**src/rtl/ppc_pkg.sv**
```systemverilog
// Shared types, constants and character class functions for the passcode policy checker.
package ppc_pkg;

	localparam int DEF_MAX_PASSCODE = 256;
	localparam int DEF_CODE_SPACE = 256;

	localparam int CFG_IDX_W = 3;
	localparam int CFG_DATA_W = 9;
	localparam int LEN_W = 9;
	localparam int MASK_W = 9;

	localparam logic [LEN_W-1:0] MAX_LENGTH_RST = 9'd256;

	typedef enum logic [CFG_IDX_W-1:0] {
		REG_MIN_LENGTH = 3'd0,
		REG_MAX_LENGTH = 3'd1,
		REG_MAX_REPEAT = 3'd2,
		REG_NEED_LETTERS_DIGITS = 3'd3,
		REG_NEED_UPPER_LOWER = 3'd4,
		REG_FORBID_ADJ_DIGITS = 3'd5,
		REG_MIN_NONLETTERS = 3'd6,
		REG_FORBID_SIMPLE = 3'd7
	} cfg_reg_t;

	typedef struct packed {
		logic [LEN_W-1:0] min_length;
		logic [LEN_W-1:0] max_length;
		logic [LEN_W-1:0] max_repeat;
		logic need_letters_digits;
		logic need_upper_lower;
		logic forbid_adjacent_digits;
		logic [LEN_W-1:0] min_nonletters;
		logic forbid_simple;
	} cfg_t;

	typedef enum logic [1:0] {
		ST_ACCEPT = 2'd0,
		ST_ARG_ERR = 2'd1,
		ST_VIOLATION = 2'd2
	} status_t;

	typedef struct packed {
		logic upper;
		logic lower;
		logic space;
		logic repeat_hit;
		logic adj_digit;
		logic all_same;
		logic ascending;
	} flags_t;

	localparam flags_t FLAGS_CLEAR = '{
		upper: 1'b0, lower: 1'b0, space: 1'b0, repeat_hit: 1'b0,
		adj_digit: 1'b0, all_same: 1'b1, ascending: 1'b1
	};

	localparam int MB_SHORT = 0;
	localparam int MB_LONG = 1;
	localparam int MB_REPEAT = 2;
	localparam int MB_LETTERS_DIGITS = 3;
	localparam int MB_ADJ_DIGITS = 4;
	localparam int MB_CASE = 5;
	localparam int MB_NONLETTERS = 6;
	localparam int MB_ALL_SAME = 7;
	localparam int MB_ASCENDING = 8;

	function automatic logic is_digit(input logic [7:0] c);
		return (c >= 8'h30) && (c <= 8'h39);
	endfunction

	function automatic logic is_upper(input logic [7:0] c);
		return (c >= 8'h41) && (c <= 8'h5a);
	endfunction

	function automatic logic is_lower(input logic [7:0] c);
		return (c >= 8'h61) && (c <= 8'h7a);
	endfunction

	function automatic logic is_letter(input logic [7:0] c);
		return is_upper(c) || is_lower(c);
	endfunction

	function automatic logic is_alnum(input logic [7:0] c);
		return is_letter(c) || is_digit(c);
	endfunction

	function automatic logic is_space(input logic [7:0] c);
		return (c == 8'h20) || ((c >= 8'h09) && (c <= 8'h0d));
	endfunction

endpackage

```
**src/rtl/ppc_ram.sv**
```systemverilog
// Generic single-port-write, single-port-read RAM with registered read data.
module ppc_ram #(
	parameter int WIDTH = 9,
	parameter int DEPTH = 256
) (
	input  logic                     clk,
	input  logic                     we,
	input  logic [$clog2(DEPTH)-1:0] waddr,
	input  logic [WIDTH-1:0]         wdata,
	input  logic                     re,
	input  logic [$clog2(DEPTH)-1:0] raddr,
	output logic [WIDTH-1:0]         rdata
);

	logic [WIDTH-1:0] mem_q [DEPTH];

	always_ff @(posedge clk) begin
		if (we) begin
			mem_q[waddr] <= wdata;
		end
		if (re) begin
			rdata <= mem_q[raddr];
		end
	end

endmodule

```
**src/rtl/ppc_cfg_regs.sv**
```systemverilog
// Policy configuration registers with write port.
module ppc_cfg_regs (
	input  logic                              clk,
	input  logic                              arst_n,
	input  logic                              cfg_we,
	input  logic [ppc_pkg::CFG_IDX_W-1:0]     cfg_index,
	input  logic [ppc_pkg::CFG_DATA_W-1:0]    cfg_data,
	output ppc_pkg::cfg_t                     cfg
);

	ppc_pkg::cfg_t cfg_q;

	always_ff @(posedge clk or negedge arst_n) begin
		if (!arst_n) begin
			cfg_q <= '{
				min_length: '0, max_length: ppc_pkg::MAX_LENGTH_RST, max_repeat: '0,
				need_letters_digits: 1'b0, need_upper_lower: 1'b0,
				forbid_adjacent_digits: 1'b0, min_nonletters: '0, forbid_simple: 1'b0
			};
		end else if (cfg_we) begin
			case (ppc_pkg::cfg_reg_t'(cfg_index))
				ppc_pkg::REG_MIN_LENGTH: cfg_q.min_length <= cfg_data;
				ppc_pkg::REG_MAX_LENGTH: cfg_q.max_length <= cfg_data;
				ppc_pkg::REG_MAX_REPEAT: cfg_q.max_repeat <= cfg_data;
				ppc_pkg::REG_NEED_LETTERS_DIGITS: cfg_q.need_letters_digits <= cfg_data[0];
				ppc_pkg::REG_NEED_UPPER_LOWER: cfg_q.need_upper_lower <= cfg_data[0];
				ppc_pkg::REG_FORBID_ADJ_DIGITS: cfg_q.forbid_adjacent_digits <= cfg_data[0];
				ppc_pkg::REG_MIN_NONLETTERS: cfg_q.min_nonletters <= cfg_data;
				ppc_pkg::REG_FORBID_SIMPLE: cfg_q.forbid_simple <= cfg_data[0];
				default: ;
			endcase
		end
	end

	assign cfg = cfg_q;

endmodule

```
**src/rtl/ppc_policy_eval.sv**
```systemverilog
// End-of-passcode policy evaluation: status and failed-policy mask.
module ppc_policy_eval #(
	parameter int CNT_W = 9
) (
	input  ppc_pkg::cfg_t                 cfg,
	input  logic [CNT_W-1:0]              len_cnt,
	input  logic [CNT_W-1:0]              dig_cnt,
	input  logic [CNT_W-1:0]              ltr_cnt,
	input  logic [CNT_W-1:0]              nonltr_cnt,
	input  ppc_pkg::flags_t               flags,
	output ppc_pkg::status_t              status,
	output logic [ppc_pkg::MASK_W-1:0]    mask
);

	localparam int CMP_W = (CNT_W > ppc_pkg::LEN_W) ? CNT_W : ppc_pkg::LEN_W;

	logic [CMP_W-1:0] len_w, dig_w, ltr_w, nonltr_w;
	logic [CMP_W-1:0] min_len_w, max_len_w, min_nonltr_w;

	always_comb begin
		len_w = CMP_W'(len_cnt);
		dig_w = CMP_W'(dig_cnt);
		ltr_w = CMP_W'(ltr_cnt);
		nonltr_w = CMP_W'(nonltr_cnt);
		min_len_w = CMP_W'(cfg.min_length);
		max_len_w = CMP_W'(cfg.max_length);
		min_nonltr_w = CMP_W'(cfg.min_nonletters);

		mask = '0;
		if (cfg.min_length != '0) begin
			if (len_w < min_len_w) begin
				mask[ppc_pkg::MB_SHORT] = 1'b1;
			end else if (len_w > max_len_w) begin
				mask[ppc_pkg::MB_LONG] = 1'b1;
			end
		end
		mask[ppc_pkg::MB_REPEAT] = (cfg.max_repeat != '0) && flags.repeat_hit;
		mask[ppc_pkg::MB_LETTERS_DIGITS] = cfg.need_letters_digits &&
			((dig_w >= len_w) || (ltr_w >= len_w) || (dig_w == '0) || (ltr_w == '0));
		mask[ppc_pkg::MB_ADJ_DIGITS] = cfg.forbid_adjacent_digits && flags.adj_digit;
		mask[ppc_pkg::MB_CASE] = cfg.need_upper_lower && !(flags.upper && flags.lower);
		mask[ppc_pkg::MB_NONLETTERS] = (cfg.min_nonletters != '0) && (nonltr_w < min_nonltr_w);
		mask[ppc_pkg::MB_ALL_SAME] = cfg.forbid_simple && flags.all_same;
		mask[ppc_pkg::MB_ASCENDING] = cfg.forbid_simple && flags.ascending;

		if (flags.space) begin
			mask = '0;
			status = ppc_pkg::ST_ARG_ERR;
		end else if (mask != '0) begin
			status = ppc_pkg::ST_VIOLATION;
		end else begin
			status = ppc_pkg::ST_ACCEPT;
		end
	end

endmodule

```
**src/rtl/passcode_policy_checker_top.sv**
```systemverilog
// Passcode policy checker top level: count store pipeline, tallies and result register.
// A result is shown on out_valid from the output register after the ending word leaves stage 1.
// Throughput: one word per cycle; set by the per-code count read-modify-write with forwarding.
// A new word is taken while a finished result waits; only an ending word stalls on a full output.
// Reset (arst_n low) loads the register defaults and clears all passcode state and count
// valid bits at once; no clearing pass runs, words are accepted as soon as reset is released.
module passcode_policy_checker_top #(
	parameter int MAX_PASSCODE = ppc_pkg::DEF_MAX_PASSCODE,
	parameter int CODE_SPACE = ppc_pkg::DEF_CODE_SPACE
) (
	input  logic                              clk,
	input  logic                              arst_n,
	input  logic                              cfg_we,
	input  logic [ppc_pkg::CFG_IDX_W-1:0]     cfg_index,
	input  logic [ppc_pkg::CFG_DATA_W-1:0]    cfg_data,
	input  logic                              in_valid,
	output logic                              in_ready,
	input  logic [7:0]                        char_code,
	input  logic                              is_last,
	input  logic                              is_empty,
	output logic                              out_valid,
	input  logic                              out_ready,
	output logic [1:0]                        status,
	output logic [ppc_pkg::MASK_W-1:0]        failed_mask
);

	localparam int SAT = MAX_PASSCODE + 1;
	localparam int CNT_W = $clog2(SAT + 1);
	localparam int CMP_W = (CNT_W > ppc_pkg::LEN_W) ? CNT_W : ppc_pkg::LEN_W;
	localparam int CODE_DEPTH = (CODE_SPACE < 256) ? CODE_SPACE : 256;
	localparam int ADDR_W = $clog2(CODE_DEPTH);

	function automatic logic [CNT_W-1:0] sat_inc(input logic [CNT_W-1:0] v);
		return (v < CNT_W'(SAT)) ? v + CNT_W'(1) : v;
	endfunction

	ppc_pkg::cfg_t cfg;

	ppc_cfg_regs u_cfg (
		.clk       (clk),
		.arst_n    (arst_n),
		.cfg_we    (cfg_we),
		.cfg_index (cfg_index),
		.cfg_data  (cfg_data),
		.cfg       (cfg)
	);

	// input side
	logic accept;
	logic [31:0] code_w;
	logic [ADDR_W-1:0] in_idx;

	always_comb begin
		code_w = {24'd0, char_code};
		if (code_w >= 32'(CODE_SPACE)) begin
			code_w = code_w - 32'(CODE_SPACE);
		end
		in_idx = code_w[ADDR_W-1:0];
	end

	assign accept = in_valid && in_ready;

	// stage 1
	logic valid_s1;
	logic [7:0] char_s1;
	logic last_s1, empty_s1;
	logic [ADDR_W-1:0] idx_s1;
	logic fwd_s1;
	logic [CNT_W-1:0] fwd_data_s1;

	// passcode state
	logic [CNT_W-1:0] len_q, dig_q, ltr_q, nonltr_q;
	logic [7:0] prev_q;
	ppc_pkg::flags_t flags_q;
	logic [CODE_DEPTH-1:0] vld_q;

	// output register
	logic out_vld_q;
	ppc_pkg::status_t status_q;
	logic [ppc_pkg::MASK_W-1:0] mask_q;

	logic [CNT_W-1:0] ram_rdata;
	logic take, end_pc, s1_adv, s1_fire, ram_we;
	logic [CNT_W-1:0] cnt_old, cnt_new;
	logic [CNT_W-1:0] len_n, dig_n, ltr_n, nonltr_n;
	ppc_pkg::flags_t flags_n;
	ppc_pkg::status_t eval_status;
	logic [ppc_pkg::MASK_W-1:0] eval_mask;

	ppc_ram #(
		.WIDTH (CNT_W),
		.DEPTH (CODE_DEPTH)
	) u_counts (
		.clk   (clk),
		.we    (ram_we),
		.waddr (idx_s1),
		.wdata (cnt_new),
		.re    (accept),
		.raddr (in_idx),
		.rdata (ram_rdata)
	);

	always_comb begin
		take = !empty_s1;
		end_pc = empty_s1 || last_s1;
		s1_adv = !valid_s1 || !end_pc || !out_vld_q || out_ready;
		s1_fire = valid_s1 && s1_adv;
		ram_we = s1_fire && take;

		if (fwd_s1) begin
			cnt_old = fwd_data_s1;
		end else if (vld_q[idx_s1]) begin
			cnt_old = ram_rdata;
		end else begin
			cnt_old = '0;
		end
		cnt_new = sat_inc(cnt_old);

		flags_n = flags_q;
		len_n = len_q;
		dig_n = dig_q;
		ltr_n = ltr_q;
		nonltr_n = nonltr_q;
		if (take) begin
			if (len_q != '0) begin
				if (char_s1 != prev_q) begin
					flags_n.all_same = 1'b0;
				end
				if (ppc_pkg::is_digit(prev_q) && ppc_pkg::is_digit(char_s1)) begin
					flags_n.adj_digit = 1'b1;
				end
				if (!(ppc_pkg::is_alnum(prev_q) && ppc_pkg::is_alnum(char_s1) &&
						({1'b0, char_s1} == {1'b0, prev_q} + 9'd1))) begin
					flags_n.ascending = 1'b0;
				end
			end
			if (ppc_pkg::is_space(char_s1)) begin
				flags_n.space = 1'b1;
			end
			if (ppc_pkg::is_upper(char_s1)) begin
				flags_n.upper = 1'b1;
			end
			if (ppc_pkg::is_lower(char_s1)) begin
				flags_n.lower = 1'b1;
			end
			if (CMP_W'(cnt_new) > CMP_W'(cfg.max_repeat)) begin
				flags_n.repeat_hit = 1'b1;
			end
			if (ppc_pkg::is_digit(char_s1)) begin
				dig_n = sat_inc(dig_q);
			end
			if (ppc_pkg::is_letter(char_s1)) begin
				ltr_n = sat_inc(ltr_q);
			end else begin
				nonltr_n = sat_inc(nonltr_q);
			end
			len_n = sat_inc(len_q);
		end
	end

	ppc_policy_eval #(
		.CNT_W (CNT_W)
	) u_eval (
		.cfg        (cfg),
		.len_cnt    (len_n),
		.dig_cnt    (dig_n),
		.ltr_cnt    (ltr_n),
		.nonltr_cnt (nonltr_n),
		.flags      (flags_n),
		.status     (eval_status),
		.mask       (eval_mask)
	);

	assign in_ready = s1_adv;

	always_ff @(posedge clk or negedge arst_n) begin
		if (!arst_n) begin
			valid_s1 <= 1'b0;
			fwd_s1 <= 1'b0;
		end else begin
			if (s1_adv) begin
				valid_s1 <= accept;
			end
			if (accept) begin
				// same code written back this edge: RAM read returns the old count
				fwd_s1 <= ram_we && !end_pc && (idx_s1 == in_idx);
			end
		end
	end

	always_ff @(posedge clk) begin
		if (accept) begin
			char_s1 <= char_code;
			last_s1 <= is_last;
			empty_s1 <= is_empty;
			idx_s1 <= in_idx;
			fwd_data_s1 <= cnt_new;
		end
	end

	always_ff @(posedge clk or negedge arst_n) begin
		if (!arst_n) begin
			len_q <= '0;
			dig_q <= '0;
			ltr_q <= '0;
			nonltr_q <= '0;
			prev_q <= '0;
			flags_q <= ppc_pkg::FLAGS_CLEAR;
			vld_q <= '0;
		end else if (s1_fire) begin
			if (end_pc) begin
				len_q <= '0;
				dig_q <= '0;
				ltr_q <= '0;
				nonltr_q <= '0;
				prev_q <= '0;
				flags_q <= ppc_pkg::FLAGS_CLEAR;
				vld_q <= '0;
			end else if (take) begin
				len_q <= len_n;
				dig_q <= dig_n;
				ltr_q <= ltr_n;
				nonltr_q <= nonltr_n;
				prev_q <= char_s1;
				flags_q <= flags_n;
				vld_q[idx_s1] <= 1'b1;
			end
		end
	end

	always_ff @(posedge clk or negedge arst_n) begin
		if (!arst_n) begin
			out_vld_q <= 1'b0;
		end else if (s1_fire && end_pc) begin
			out_vld_q <= 1'b1;
		end else if (out_ready) begin
			out_vld_q <= 1'b0;
		end
	end

	always_ff @(posedge clk) begin
		if (s1_fire && end_pc) begin
			status_q <= eval_status;
			mask_q <= eval_mask;
		end
	end

	assign out_valid = out_vld_q;
	assign status = status_q;
	assign failed_mask = mask_q;

`ifndef SYNTH
	a_arg_err_no_mask: assert property (@(posedge clk) disable iff (!arst_n)
		out_valid && (status == ppc_pkg::ST_ARG_ERR) |-> failed_mask == '0)
		else $error("argument error word carries a failed mask");

	a_status_matches_mask: assert property (@(posedge clk) disable iff (!arst_n)
		out_valid && (status != ppc_pkg::ST_ARG_ERR) |->
			((status == ppc_pkg::ST_VIOLATION) == (failed_mask != '0)))
		else $error("status disagrees with failed mask");

	a_stall_only_on_full_out: assert property (@(posedge clk) disable iff (!arst_n)
		valid_s1 && !s1_adv |-> end_pc && out_vld_q && !out_ready)
		else $error("stage 1 stalled without a blocked result");

	a_state_cleared_after_end: assert property (@(posedge clk) disable iff (!arst_n)
		s1_fire && end_pc |=> (len_q == '0) && (vld_q == '0) && (flags_q == ppc_pkg::FLAGS_CLEAR))
		else $error("passcode state not cleared after ending word");

	a_fwd_needs_item: assert property (@(posedge clk) disable iff (!arst_n)
		valid_s1 && fwd_s1 |-> vld_q[idx_s1])
		else $error("count forwarded for a code with no live count");
`endif

endmodule

```
**config.mk**
```make
export PLATFORM = sky130hd
export DESIGN_NAME = passcode_policy_checker_top
export DESIGN_NICKNAME = d
export VERILOG_FILES = /design/src/rtl/ppc_pkg.sv /design/src/rtl/ppc_ram.sv /design/src/rtl/ppc_cfg_regs.sv /design/src/rtl/ppc_policy_eval.sv /design/src/rtl/passcode_policy_checker_top.sv
export SDC_FILE = /design/constraint.sdc
export NUM_CORES = 2
export LEC_CHECK = 0
export BUFFER_PORTS_ARGS = -buffer_cell sky130_fd_sc_hd__buf_2
export CORE_MARGIN = 3
export CORE_UTILIZATION = 45
export CTS_CLUSTER_DIAMETER = 80
export DETAILED_ROUTE_END_ITERATION = 7
export SLEW_MARGIN = 15
export SYNTH_ARGS = -nofsm -noshare
export SYNTH_HDL_FRONTEND = slang
export SYNTH_SLANG_ARGS = --single-unit
```
**constraint.sdc**
```tcl
create_clock -name clk -period 11.9 [get_ports clk]
set_input_delay 0 -clock clk [delete_from_list [all_inputs] [get_ports clk]]
set_output_delay 0 -clock clk [all_outputs]
set_load 0.05 [all_outputs]
```
==> results.sh <==
export IMPL_grt_overflow=0
export IMPL_whs_ns=0.0661
export IMPL_r2r_start="idx_s1[0]"
export IMPL_antenna_found_initial=12
export IMPL_cp_top_family="compound AO/OA/AOI/OAI gates"
export IMPL_clock_latency_ns=0.93
export IMPL_crit_type="flip-flop to flip-flop"
export IMPL_reg2reg_to="status[1]"
export IMPL_fin_ws_ns=3.55
export IMPL_clkTransAtPathRegs_ns=0.06
export IMPL_power_mw=21.0
export IMPL_hold_viol=0
export IMPL_worstMarginPinSlew_ns=1.27
export IMPL_cts_buffer_depth=4
export IMPL_cts_sinks=2693
export IMPL_fp_dieW_um=496
export IMPL_reg2reg_depth=21
export IMPL_io_pins=40
export IMPL_min_from="cfg_index[2]"
export IMPL_syn_inst=5514
export IMPL_core_area_um2=238000
export IMPL_drtAntennaViolNets=0
export IMPL_grt_pass1_vias=55000
export IMPL_drv_slew=0
export IMPL_power_density_nw_per_um2=173
export IMPL_synth_edf_count=2343
export IMPL_maxSlewHeadroom_pct=15.3
export IMPL_use_met1_pct=31.6
export IMPL_routed_via_density=5.97
export IMPL_synth_area_um2=108000
export IMPL_critPathMostFrequentCell="o21a_1"
export IMPL_dp_hpwl_um=152000
export IMPL_ctsHtreeMaxLevel=5
export IMPL_die_height_um=496
export IMPL_min_path_type="primary input to flip-flop"
export IMPL_die_area_um2=246000
export IMPL_numCtsBuffers=295
export IMPL_largest_reg_flops=2304
export IMPL_yosysSeqAreaShare_pct=73.2
export IMPL_yosysTopAreaCellShare_pct=65.1
export IMPL_rsz0062_at_grt="false"
export IMPL_setup_viol=0
export IMPL_cts_root_buffer="clkbuf_16"
export IMPL_numPlacedInstances=8511
export IMPL_synth_most_common_cell="edfxtp_1"
export IMPL_vias=54200
export IMPL_dr_pass1_iters=6
export IMPL_nets=5782
export IMPL_syn_avg_cell_area_um2=19.6
export IMPL_fin_tns_setup_ns=0
export IMPL_startpoint_type="flip-flop"
export IMPL_stdcell_area_um2=122000
export IMPL_cp_max_fo=164
export IMPL_grt_max_degree=206
export IMPL_port_buffers=39
export IMPL_synth_top_area_cell="edfxtp_1"
export IMPL_met2_usage_pct=34.0
export IMPL_async_reset_ff_share_pct=13.0
export IMPL_max_vdd_ir_drop_v=0.000156
export IMPL_arrival_ns=9.00
export IMPL_grt_pass1_wl_um=389000
export IMPL_largest_register="u_counts.mem_q"
export IMPL_wire_per_inst_um=29.1
export IMPL_placed_cell_area_um2=112000
export IMPL_fmax_ghz=0.120
export IMPL_min_path_cells=4
export IMPL_status="completed"
export IMPL_layout_cells_non_filler=9071
export IMPL_synth_seq_cells=2693
export IMPL_final_util_pct=51.1
export IMPL_synthTopCellsByArea="edfxtp_1, mux4_2, dfrtp_1"
export IMPL_gr_usage_met3_pct=3.93
export IMPL_crit_chain="buf_4 -> mux4_2 -> mux2_2 -> o22ai_1 -> nor4_1 -> nor3_1 -> a211oi_2 -> a21boi_1 -> nand2b_1 -> mux2_8 -> ha_1 -> nor2b_1 -> o21a_1 -> o21a_1 -> o21a_1 -> o21a_1 -> o21a_1 -> o21a_1 -> o21ai_0 -> a21oi_1 -> or4_1"
export IMPL_synth_fp_nets=5603
export IMPL_synth_common_cells="edfxtp_1, mux4_2, nor2_1"
export IMPL_area_delta_synth_final_pct=12.8
export IMPL_initial_utilization_pct=45.3
export IMPL_hold_end="u_cfg.cfg[0]"
export IMPL_worstSetupEndpointType="flip-flop"
export IMPL_crit_required_ns=12.55
export IMPL_grt_usage_pct=21.6
export IMPL_drv_cap=0
export IMPL_synthFlopType="edfxtp_1"
export IMPL_power_leakage_nw=40.5
export IMPL_wirelength_um=264000
export IMPL_cts_tree="done"
export IMPL_grt_busiest_layer="met2"
export IMPL_period_share_pct=70.1
export IMPL_min_period_ns=8.35
export IMPL_drt_initial_drc_count=5863
export IMPL_drive_above_1_share_pct=25.4
export IMPL_cp_slowest_stage_delay_ns=1.02
export IMPL_place_ws_ns=3.49
export IMPL_critPathBufInv=1
export IMPL_cp_slowest_cell="edfxtp_1"
export IMPL_drcViolationCount=0
export IMPL_yosysUniqueCellTypes=84
export IMPL_fin_worst_skew_ns=0.0753
export IMPL_cts_setup_buffers=0
export IMPL_core_rowCount=179
export IMPL_routabilityCongestion=0.819
export IMPL_r2r_slack_ns=3.55
export IMPL_ys_warn_count=0
==> area by class of cell <==
| class | instances | area (um2) |
|---|---|---|
| Clock buffer | 369 | 7790 |
| Antenna cell | 4 | 10.0 |
| Multi-Input combinational cell | 2411 | 27500 |
| Timing Repair Buffer | 231 | 1940 |
| Clock inverter | 135 | 1330 |
| Sequential cell | 2693 | 79100 |
| Inverter | 61 | 244 |
| Tap cell | 3167 | 3960 |
| Fill cell | 18900 | 116000 |
==> where the power goes <==
group          switching [mW]  total (mW)  internal, mW
registers              0.0652        10.7          10.7
clock network            3.57        8.76          5.19
logic                    1.07        1.57         0.500
==> cell usage in the layout, fill, tap and decap left out, drive strengths merged, types with 27 or more instances in the layout <==
cell,n
a21oi,283
buf,180
clkbuf,369
clkinv,96
dfrtp,347
dlygate4sd3,51
edfxtp,2343
ha,62
inv,69
mux2,27
mux2i,37
mux4,817
nand2,126
nand3,32
nor2,571
nor3,46
o21ai,97
==> cells by family after synthesis <==
logic type      Yosys count  share of synthesized area [%]
flops                  2693                           73.2
buf+inv                 410                           1.54
mux                     881                           17.7
xor+xnor                 50                          0.412
simple gates            915                           3.72
compound gates          503                           2.70
fa+ha+maj                62                          0.718
==> worst max path at each step <==
| stage | from | to | slack [ns] | cells past startpoint |
|---|---|---|---|---|
| final | idx_s1[0] | status[1] | 3.55 | 21 |
| after global routing | idx_s1[0] | status[1] | 2.97 | 21 |
| after CTS | idx_s1[0] | status[1] | 3.46 | 21 |
| after detailed placement | idx_s1[0] | status[1] | 3.49 | 21 |
| after global placement | idx_s1[0] | status[1] | 3.71 | 21 |
| after floorplan | idx_s1[3] | status[1] | 0.49 | 21 |
==> repair_timing <==
| action | 4_1_cts | 5_1_grt |
|---|---|---|
| gates resized for setup | 0 | 0 |
| endpoints found under the hold margin | 285 | 0 |
| hold buffers | 52 | 0 |
==> layer usage <==
layer,up-vias,wire [um]
li1,22700,-
met1,29200,113000
met2,1933,126000
met3,395,18400
met4,0,5950
met5,-,0
==> worst reg2reg max path, stage by stage, from the launching register on <==
cell and delay, ns:
edfxtp_1 1.02, buf_4 0.88, mux4_2 0.43, mux2_2 0.14, o22ai_1 0.07, nor4_1 0.43, nor3_1 0.10, a211oi_2 1.00
a21boi_1 0.34, nand2b_1 0.30, mux2_8 0.97, ha_1 0.41, nor2b_1 0.13, o21a_1 0.16, o21a_1 0.17, o21a_1 0.17
o21a_1 0.17, o21a_1 0.16, o21a_1 0.16, o21ai_0 0.19, a21oi_1 0.18, or4_1 0.51
Power figures use the tool's default switching activity.
